### src/sv/lsb_stego_embed_extract_top_macros.svh
// ----------------------------------------------------------------------------
// LSB stego engine assertion macros
// Concurrent assertion wrappers clocked on clk and disabled during rst.
// ----------------------------------------------------------------------------
`ifndef LSB_STEGO_EMBED_EXTRACT_TOP_MACROS_SVH
`define LSB_STEGO_EMBED_EXTRACT_TOP_MACROS_SVH

`ifndef NO_ASSERTIONS
// General property check
`define LSBSE_ASSERT(lbl, prop, msg) \
  lbl: assert property (@(posedge clk) disable iff (rst) prop) else $error(msg);
// Same-cycle implication check
`define LSBSE_ASSERT_IMPLY(lbl, ante, cons, msg) \
  `LSBSE_ASSERT(lbl, (ante) |-> (cons), msg)
`else
`define LSBSE_ASSERT(lbl, prop, msg)
`define LSBSE_ASSERT_IMPLY(lbl, ante, cons, msg)
`endif

`endif

### src/sv/lsbse_pkg.sv
// ----------------------------------------------------------------------------
// LSB stego engine package
// Shared types, constants and helper functions of the embed/extract engine.
// ----------------------------------------------------------------------------
package lsbse_pkg;

  localparam int IMAGE_BYTES_DEFAULT = 4096;
  localparam int ADDR_W  = 12;
  localparam int LEN_W   = 13;
  localparam int CUR_W   = 14;
  localparam int DEPTH_W = 4;
  localparam int CFG_IDX_W = 2;
  localparam int CFG_DATA_W = 13;

  typedef enum logic [2:0] {
    OP_LOAD    = 3'd0,
    OP_READ    = 3'd1,
    OP_START   = 3'd2,
    OP_EMBED   = 3'd3,
    OP_EXTRACT = 3'd4
  } opcode_t;

  typedef enum logic [CFG_IDX_W-1:0] {
    CFG_DEPTH  = 2'd0,
    CFG_ALPHA  = 2'd1,
    CFG_LENGTH = 2'd2
  } cfg_index_t;

  typedef enum logic [2:0] {
    S_IDLE,
    S_EXEC,
    S_READ,
    S_HDR,
    S_XFER_RD,
    S_XFER_MOD
  } state_t;

  typedef struct packed {
    logic [2:0]        opcode;
    logic [ADDR_W-1:0] address;
    logic [7:0]        value;
  } cmd_t;

  typedef struct packed {
    logic [7:0]         result_byte;
    logic               complete;
    logic [DEPTH_W-1:0] active_depth;
  } res_t;

  typedef struct packed {
    logic [DEPTH_W-1:0] depth;
    logic [2:0]         offset;
    logic [3:0]         remaining;
    logic [7:0]         pixel;
    logic [7:0]         data;
    logic               writing;
  } xfer_in_t;

  typedef struct packed {
    logic [7:0] new_cell;
    logic [7:0] bits;
    logic [2:0] offset_next;
    logic [3:0] remaining_next;
    logic       wrap;
  } xfer_out_t;

  // Depth encoded by a header byte of k low ones; zero for any other pattern.
  function automatic logic [DEPTH_W-1:0] header_depth(input logic [7:0] hdr);
    logic [DEPTH_W-1:0] d;
    logic run;
    logic bad;
    d   = '0;
    run = 1'b1;
    bad = 1'b0;
    for (int i = 0; i < 8; i++) begin
      if (hdr[i]) begin
        if (run) d = d + 1'b1;
        else bad = 1'b1;
      end else begin
        run = 1'b0;
      end
    end
    return bad ? '0 : d;
  endfunction

  function automatic logic [7:0] header_byte(input logic [DEPTH_W-1:0] depth);
    return 8'hFF >> (4'd8 - depth);
  endfunction

endpackage

### src/sv/lsbse_field_unit.sv
// ----------------------------------------------------------------------------
// LSB stego engine bit-field unit
// Moves one bit field between a data byte and one image byte per use.
// ----------------------------------------------------------------------------
module lsbse_field_unit (
  input  lsbse_pkg::xfer_in_t  xin,
  output lsbse_pkg::xfer_out_t xout
);
  import lsbse_pkg::*;

  logic [3:0] room;
  logic [3:0] take;
  logic [3:0] shift;
  logic [3:0] lowpos;
  logic [7:0] mask;
  logic [7:0] field;
  logic [3:0] sum;

  always_comb begin
    room   = xin.depth - {1'b0, xin.offset};
    take   = (xin.remaining < room) ? xin.remaining : room;
    shift  = room - take;
    lowpos = xin.remaining - take;
    mask   = 8'((9'd1 << take) - 9'd1);
    field  = (xin.data >> lowpos) & mask;
    sum    = {1'b0, xin.offset} + take;

    xout.new_cell       = (xin.pixel & ~(mask << shift)) | (field << shift);
    xout.bits           = ((xin.pixel >> shift) & mask) << lowpos;
    xout.wrap           = (sum >= xin.depth);
    xout.offset_next    = xout.wrap ? 3'd0 : sum[2:0];
    xout.remaining_next = xin.remaining - take;
  end

endmodule

### src/sv/lsbse_seq.sv
// ----------------------------------------------------------------------------
// LSB stego engine sequencer
// Runs each command over the image store, reusing the bit-field unit once
// per image byte touched, and registers the result transaction.
// ----------------------------------------------------------------------------
module lsbse_seq #(
  parameter int IMAGE_BYTES = lsbse_pkg::IMAGE_BYTES_DEFAULT,
  parameter int AW          = $clog2(IMAGE_BYTES)
) (
  input  logic                          clk,
  input  logic                          rst,
  input  logic                          start,
  input  lsbse_pkg::cmd_t               command,
  output logic                          busy,
  input  logic [lsbse_pkg::DEPTH_W-1:0] depth_setting,
  input  logic                          alpha_present,
  input  logic [lsbse_pkg::LEN_W-1:0]   image_length,
  output logic                          mem_we,
  output logic [AW-1:0]                 mem_waddr,
  output logic [7:0]                    mem_wdata,
  output logic [AW-1:0]                 mem_raddr,
  input  logic [7:0]                    mem_rdata,
  output logic                          done,
  output lsbse_pkg::res_t               result
);
  import lsbse_pkg::*;

  state_t state, state_next;
  cmd_t   cmd;

  logic [CUR_W-1:0]   cursor, cursor_next;
  logic [2:0]         bit_offset, bit_offset_next;
  logic [DEPTH_W-1:0] depth_in_use, depth_in_use_next;
  logic [LEN_W-1:0]   capacity, capacity_next;
  logic [3:0]         remaining, remaining_next;
  logic [7:0]         got, got_next;
  logic               finish;
  res_t               fin_result;

  logic [LEN_W-1:0]   len;
  logic [DEPTH_W-1:0] depth_eff;
  logic [DEPTH_W-1:0] hdr_depth;
  logic               addr_ok;
  logic               xfer_end;
  logic [CUR_W-1:0]   cursor_inc;
  logic [CUR_W-1:0]   cursor_adv;
  xfer_in_t           xin;
  xfer_out_t          xout;

  lsbse_field_unit u_field (
    .xin  (xin),
    .xout (xout)
  );

  assign busy = (state != S_IDLE);

  always_comb begin
    len        = (32'(image_length) > IMAGE_BYTES) ? LEN_W'(IMAGE_BYTES) : image_length;
    depth_eff  = (depth_setting > 4'd8) ? 4'd8 : depth_setting;
    hdr_depth  = header_depth(mem_rdata);
    addr_ok    = (32'(cmd.address) < IMAGE_BYTES);
    xfer_end   = (remaining == 4'd0) || (cursor >= {1'b0, capacity});
    // skip the alpha byte of each group of four
    cursor_inc = cursor + 1'b1;
    cursor_adv = (alpha_present && (cursor_inc[1:0] == 2'b11)) ? cursor_inc + 1'b1
                                                              : cursor_inc;
    xin.depth     = depth_in_use;
    xin.offset    = bit_offset;
    xin.remaining = remaining;
    xin.pixel     = mem_rdata;
    xin.data      = cmd.value;
    xin.writing   = (cmd.opcode == OP_EMBED);
  end

  // next state
  always_comb begin
    state_next = state;
    case (state)
      S_IDLE: begin
        if (start) state_next = S_EXEC;
      end
      S_EXEC: begin
        case (cmd.opcode)
          OP_READ: state_next = S_READ;
          OP_START: begin
            if (depth_setting == '0 && len != '0) state_next = S_HDR;
            else state_next = S_IDLE;
          end
          OP_EMBED, OP_EXTRACT: begin
            if (depth_in_use != '0) state_next = S_XFER_RD;
            else state_next = S_IDLE;
          end
          default: state_next = S_IDLE;
        endcase
      end
      S_READ:     state_next = S_IDLE;
      S_HDR:      state_next = S_IDLE;
      S_XFER_RD:  state_next = xfer_end ? S_IDLE : S_XFER_MOD;
      S_XFER_MOD: state_next = S_XFER_RD;
      default:    state_next = S_IDLE;
    endcase
  end

  // outputs and datapath next values
  always_comb begin
    mem_we            = 1'b0;
    mem_waddr         = AW'(cmd.address);
    mem_wdata         = cmd.value;
    mem_raddr         = '0;
    finish            = 1'b0;
    fin_result        = '0;
    cursor_next       = cursor;
    bit_offset_next   = bit_offset;
    depth_in_use_next = depth_in_use;
    capacity_next     = capacity;
    remaining_next    = remaining;
    got_next          = got;
    case (state)
      S_EXEC: begin
        case (cmd.opcode)
          OP_LOAD: begin
            mem_we = addr_ok;
            finish = 1'b1;
          end
          OP_READ: begin
            mem_raddr = AW'(cmd.address);
          end
          OP_START: begin
            cursor_next     = CUR_W'(1);
            bit_offset_next = 3'd0;
            if (depth_setting == '0) begin
              // header is read back unless length is zero
              if (len == '0) begin
                depth_in_use_next = '0;
                capacity_next     = '0;
                finish            = 1'b1;
              end
            end else begin
              depth_in_use_next = depth_eff;
              capacity_next     = len;
              mem_we            = (len != '0);
              mem_waddr         = '0;
              mem_wdata         = header_byte(depth_eff);
              finish            = 1'b1;
              fin_result.complete = (len != '0);
            end
          end
          OP_EMBED, OP_EXTRACT: begin
            remaining_next = 4'd8;
            got_next       = '0;
            if (depth_in_use == '0) finish = 1'b1;
          end
          default: finish = 1'b1;
        endcase
      end
      S_READ: begin
        finish                 = 1'b1;
        fin_result.result_byte = addr_ok ? mem_rdata : 8'd0;
      end
      S_HDR: begin
        finish            = 1'b1;
        depth_in_use_next = hdr_depth;
        capacity_next     = (hdr_depth != '0) ? len : '0;
        fin_result.complete = (hdr_depth != '0);
      end
      S_XFER_RD: begin
        mem_raddr = AW'(cursor);
        if (xfer_end) begin
          finish              = 1'b1;
          fin_result.complete = (remaining == 4'd0);
          if (cmd.opcode == OP_EXTRACT) fin_result.result_byte = got;
        end
      end
      S_XFER_MOD: begin
        mem_we          = xin.writing;
        mem_waddr       = AW'(cursor);
        mem_wdata       = xout.new_cell;
        got_next        = got | xout.bits;
        remaining_next  = xout.remaining_next;
        bit_offset_next = xout.offset_next;
        if (xout.wrap) cursor_next = cursor_adv;
      end
      default: begin
      end
    endcase
    fin_result.active_depth = depth_in_use_next;
  end

  always_ff @(posedge clk) begin
    if (rst) begin
      state        <= S_IDLE;
      cursor       <= '0;
      bit_offset   <= '0;
      depth_in_use <= '0;
      capacity     <= '0;
      remaining    <= '0;
      got          <= '0;
      done         <= 1'b0;
      result       <= '0;
    end else begin
      state        <= state_next;
      cursor       <= cursor_next;
      bit_offset   <= bit_offset_next;
      depth_in_use <= depth_in_use_next;
      capacity     <= capacity_next;
      remaining    <= remaining_next;
      got          <= got_next;
      done         <= finish;
      if (finish) result <= fin_result;
    end
  end

  always_ff @(posedge clk) begin
    if (state == S_IDLE && start) cmd <= command;
  end

endmodule

### config.mk
export PLATFORM = sky130hd
export DESIGN_NAME = lsbse_seq
export DESIGN_NICKNAME = d
export VERILOG_FILES = /design/src/sv/lsb_stego_embed_extract_top_macros.svh /design/src/sv/lsbse_pkg.sv /design/src/sv/lsbse_field_unit.sv /design/src/sv/lsbse_seq.sv
export SDC_FILE = /design/constraint.sdc
export NUM_CORES = 1
export LEC_CHECK = 0
export ABC_AREA = 1
export BUFFER_PORTS_ARGS = -buffer_cell sky130_fd_sc_hd__buf_2
export CAP_MARGIN = 30
export CORE_MARGIN = 2
export CORE_UTILIZATION = 45
export DETAILED_ROUTE_END_ITERATION = 8
export GPL_TIMING_DRIVEN = 0
export HOLD_SLACK_MARGIN = 0.12
export PLACE_DENSITY_LB_ADDON = 0.12
export SLEW_MARGIN = 20
export SYNTH_ARGS = -nofsm -noshare
export SYNTH_HDL_FRONTEND = slang
export SYNTH_HIERARCHICAL = 1
export SYNTH_SLANG_ARGS = --single-unit
### constraint.sdc
create_clock -name clk -period 8 [get_ports clk]
set_clock_uncertainty 0.15 [all_clocks]
set_input_delay 0.4 -clock clk [delete_from_list [all_inputs] [get_ports clk]]
set_output_delay 0.4 -clock clk [all_outputs]
set_load 0.1 [all_outputs]
# After elaboration in Yosys (flattened, before gate mapping)
# Cells that the tools add are included.
# word_totals
ff_bits	86
latchBits	0
ram_bits	0
mem_bits_ro	0
input_bits	52
out_inout_bits	48
word_cells	172
memories	0
# op_classes
addsub	15
mul	0
div_mod_pow	0
magnitude_cmp	5
eq_ne	15
shifts	7
muxes	88
bitwise	6
n_reduce_logical	22
# op_table
operator	count
$mux 4	21
$mux 13	5
$pmux 12 s2	2
$pmux 8 s2	3
$mux 14	3
$mux 12	3
$mux 8	4
$add 14x1->14 const B	2
$add 4x1->4 const B	7
$mux 1	28
$pmux 14 s2	1
$pmux 13 s2	1
$and 8x8->8	3
$shl 8x4->8	3
$or 8x8->8	2
$pmux 4 s2	2
$shr 8x4->8	2
$mux 3	5
$ge 14x13->1	1
$gt 13x13->1 const B	1
$logic_not 13->1	1
$reduce_bool 13->1	1
$eq 3x2->1 const B	4
$logic_not 4->1	3
other kinds (33)	50

# Depth between registers and ports, before layout
# depth
ltp_word	26
depth_mapped	34
ltp_nobuf	33

# Modules after synthesis
# The synthesis kept the hierarchy.
# by_module_without_submodules
module	n_inst	cells_each	area_per_inst_um2	seq_area_each_um2
lsbse_seq	1	763	5251.3	1951.9
lsbse_field_unit	1	440	2397.3	0.0

# Worst setup path before layout
# Ideal clock, no wire load.
# synth_path
path_type	register -> output
startpoint	reg bit_offset[1]
endpoint	out mem_wdata[4]
arrival_ns	4.997
t_required_ns	7.450
setup_slack_ns	2.453
stages_incl_launch_ff	30
n_path_buf	1
path_cell_list	dfxtp_1 -> inv_1 -> ha_1 -> a21oi_1 -> o21bai_1 -> xor2_1 -> inv_1 -> ha_1 -> inv_1 -> a21oi_1 -> nand2_4 -> nand2_4 -> nand2_2 -> nand2_4 -> inv_1 -> ha_1 -> inv_1 -> fa_1 -> buf_2 -> nor2_1 -> nor2_1 -> a311oi_1 -> nand2_1 -> o21ai_1 -> nand2_1 -> nand3_1 -> nand3_1 -> nand2_1 -> nand2_1 -> o211ai_1
# synth_rtl
item	line_no	rtl
start: declaration	lsbse_seq.sv:32	logic [2:0] bit_offset, bit_offset_next;
start signal: assignment	lsbse_seq.sv:203	bit_offset <= bit_offset_next;
end: declaration	lsbse_seq.sv:20	output logic [7:0] mem_wdata,

==> flow_summary.toml <==
[run_status]
status = "completed"

[yosys]
ys_seq_area_share_pct = 25.5
synth_edf_count = 23
synthesis.area_mm2 = 0.00765
syn_inst = 1203
syn_nets = 1304
synth_cell_type_count = 54
synth_top_area_share_pct = 16.5
synthArstFlopShare_pct = 0
synth_most_common_cell = "nand2_1"
synth-seq-cells = 86
yosys_warnings = 6
synth_area_leaders = "dfxtp_1 (16%), nand2_1 (15%), edfxtp_1 (9.0%)"
yosys.area.top_type = "dfxtp_1"
syn_avg_cell_area_um2 = 6.36
synth_common_cells = "nand2_1 (301), inv_1 (173), nand3_1 (133), nor2_1 (102), a21oi_1 (85)"
synth_flop_cell = "dfxtp_1"

[layout]
drive_gt1_share_pct = 15.1
diodes = 0
final_util_pct = 54.2
multiInputGateArea_mm2 = 0.00484
final_nets = 1437
synthToLayoutAreaGrowth_pct = 17.4
seq_area_mm2 = 0.00195
n_fill_cell = 1724
layout.cells.non_filler = 1561

[floorplan]
dieArea_mm2 = 0.0181
coreArea_mm2 = 0.0166
die_h_um = 134
num_io_pins = 100
start_util_pct = 46.1
dieWidth_um = 134
num_rows = 47

[detailed_routing]
wl_per_cell_um = 14.9
ant_nets = 0
via_per_inst = 5.29
firstDrtPassIters = 5
wl_um = 23300
drtIter0Drc = 633
vias = 8253
drcViolationCount = 0

[placed_design]
dp.cells = 1522
dp_slack_ns = 1.91
dpl.hpwl_um = 18500
numPortBuffers = 99
routabilityCongestion = 0.943

[clock_tree]
cts.sinks = 86
h-tree-depth = 3
root_buffer = "clkbuf_16"
cts_setup_buffers = 0
clock_latency_ns = 0.35
clockBufferDepth = 2
cts_tree = "yes"
numCtsBuffers = 9
path_clk_slew_ns = 0.06

[sta]
rsz0062_at_grt = "no"
finalHoldViolations = 0
max_slew_margin_pct = 46.3
finalSetupViolations = 0
fin_crit_ns = 6.55
clock.fmax_mhz = 153
finalCritPeriodShare_pct = 81.9
tightest_slew_ns = 0.803
fin_ws_ns = 1.45
slew_viol_final = 0
timing.hold.ws_ns = 0.183
finalSetupTns_ns = 0

[global_routing]
grt_overflow = 0
grtUsageTotal_pct = 25.9
antenna_found_initial = 0
grt_pass1_wl_um = 37600
grt_max_degree = 24
grt_pass1_vias = 7547

[setup_path]
arrival_ns = 6.00
crit_fanout = 10
critPathBufInv = 8
start_kind = "flip-flop"
crit_slowest_cell = "fa_1"
crit_path_frequent_cell = "inv_1"
crit_type = "flip-flop to output port"
cp-end-kind = "output port"
required_ns = 7.45
max_stage_delay_ns = 0.54
cp_top_family = "buffers and inverters"

[pwr]
static-leakage-power_uw = 0.00421
peakVddDrop_uv = 147
powerDensity_mw_per_mm2 = 196

[flow_run]
drv_cap = 0

[worst_hold_path]
hold_class = "primary input to flip-flop"
timing repair:
action / CTS / global route
endpoints found under the hold margin: 23 / 0
resized for setup: 0 / 0
hold buffers: 23 / 0
logic make-up (layout without fill, tap and decap cells):
| logic type | Yosys count | after routing | synth area share, % |
|---|---|---|---|
| AOI/OAI and AO/OA | 213 | 213 | 15.7 |
| xor gates and xnor gates | 11 | 11 | 1.36 |
| adders and majority gates | 49 | 49 | 8.41 |
| buffers and inverters | 219 | 357 | 11.4 |
| DFF | 86 | 86 | 25.5 |
| muxes | 1 | 1 | 0.131 |
| and+or+nand+nor | 624 | 624 | 37.5 |
power breakdown:
group	total [µW]	switching, µW	internal, µW
clock	458	176	283
sequential	474	11.0	463
combinational	830	590	239
total	1760	777	985
worst reg2reg max path, delay by kind of cell (launching register included):
kind / cells / cell delay [ns]
buffers and inverters: 7 / 1.08
flip-flops: 1 / 0.49
adder cells (fa/ha/maj): 5 / 1.38
AO/OA/AOI/OAI: 5 / 0.69
AND/OR/NAND/NOR: 10 / 1.57
XOR/XNOR: 1 / 0.31
cell type report:
class                   count  share of cell area (%)
plain buffers              34                    1.87
clock buffers              11                    2.70
clock inverters             5                   0.906
inverters                 185                    7.80
multi-input cells         898                    53.8
flip-flops and latches     86                    21.7
well taps                 220                    3.06
repair buffers            122                    8.08
worst paths after layout:
kind	from	endpoint	slack, ns	depth (start not counted)
hold reg to reg	got[1]	got[1]	0.30	2
setup reg to reg	depth_in_use[0]	cursor[9]	2.26	28
setup / recovery	depth_in_use[0]	mem_wdata[4]	1.45	31
hold / removal	image_length[7]	capacity[7]	0.18	3
state kept, by name, indices dropped and copies added, names as in the netlist:
signal        cells
bit_offset        3
result           13
capacity         13
state             3
depth_in_use      4
cursor           14
cmd              23
got               8
remaining         4
done              1
cells in the final DEF (no fill, tap or decap), types with 3 or more instances in the layout:
cell and instances:
a211oi_1 4, o21ai_0 56, buf_2 110, inv_1 173, a21oi_1 85, xor2_1 9
dfxtp_1 63, clkinv_1 4, buf_6 3, o211ai_1 9, nand2_4 7, nand3_1 133
a31oi_1 9, clkbuf_1 17, nand3_2 11, buf_1 3, fa_1 4, inv_2 6
nand2_1 301, dlygate4sd3_1 23, edfxtp_1 23, o21ai_2 3, nor2_2 7, nor3_1 8
nor4_1 4, nand4_1 14, nand2_2 25, o21ai_1 8, ha_1 45, o22ai_1 24
nor2_1 101, o21bai_1 3, clkbuf_16 9
per-layer routing:
| layer | track usage [%] | part of all wire (%) | routed length (µm) | vias up |
|---|---|---|---|---|
| met5 | 0 | 0 | 0 | - |
| met4 | 6.67 | 1.6 | 382 | 0 |
| met3 | 4.12 | 6.1 | 1430 | 34 |
| met2 | 43.6 | 46 | 10700 | 298 |
| met1 | 34.8 | 46 | 10800 | 3699 |
| li1 | - | - | - | 4222 |
stage by stage:
| stage | instance area (µm²) | power (µW) |
|---|---|---|
| 2_1_floorplan | 7650 | 1100 |
| 3_3_place_gp | 8420 | 1290 |
| 3_5_place_dp | 8430 | 1290 |
| 4_1_cts | 8980 | 1760 |
| 5_1_grt | 8980 | 1870 |
| 6_report | 8980 | 1760 |
(Power assumes the default switching activity.)
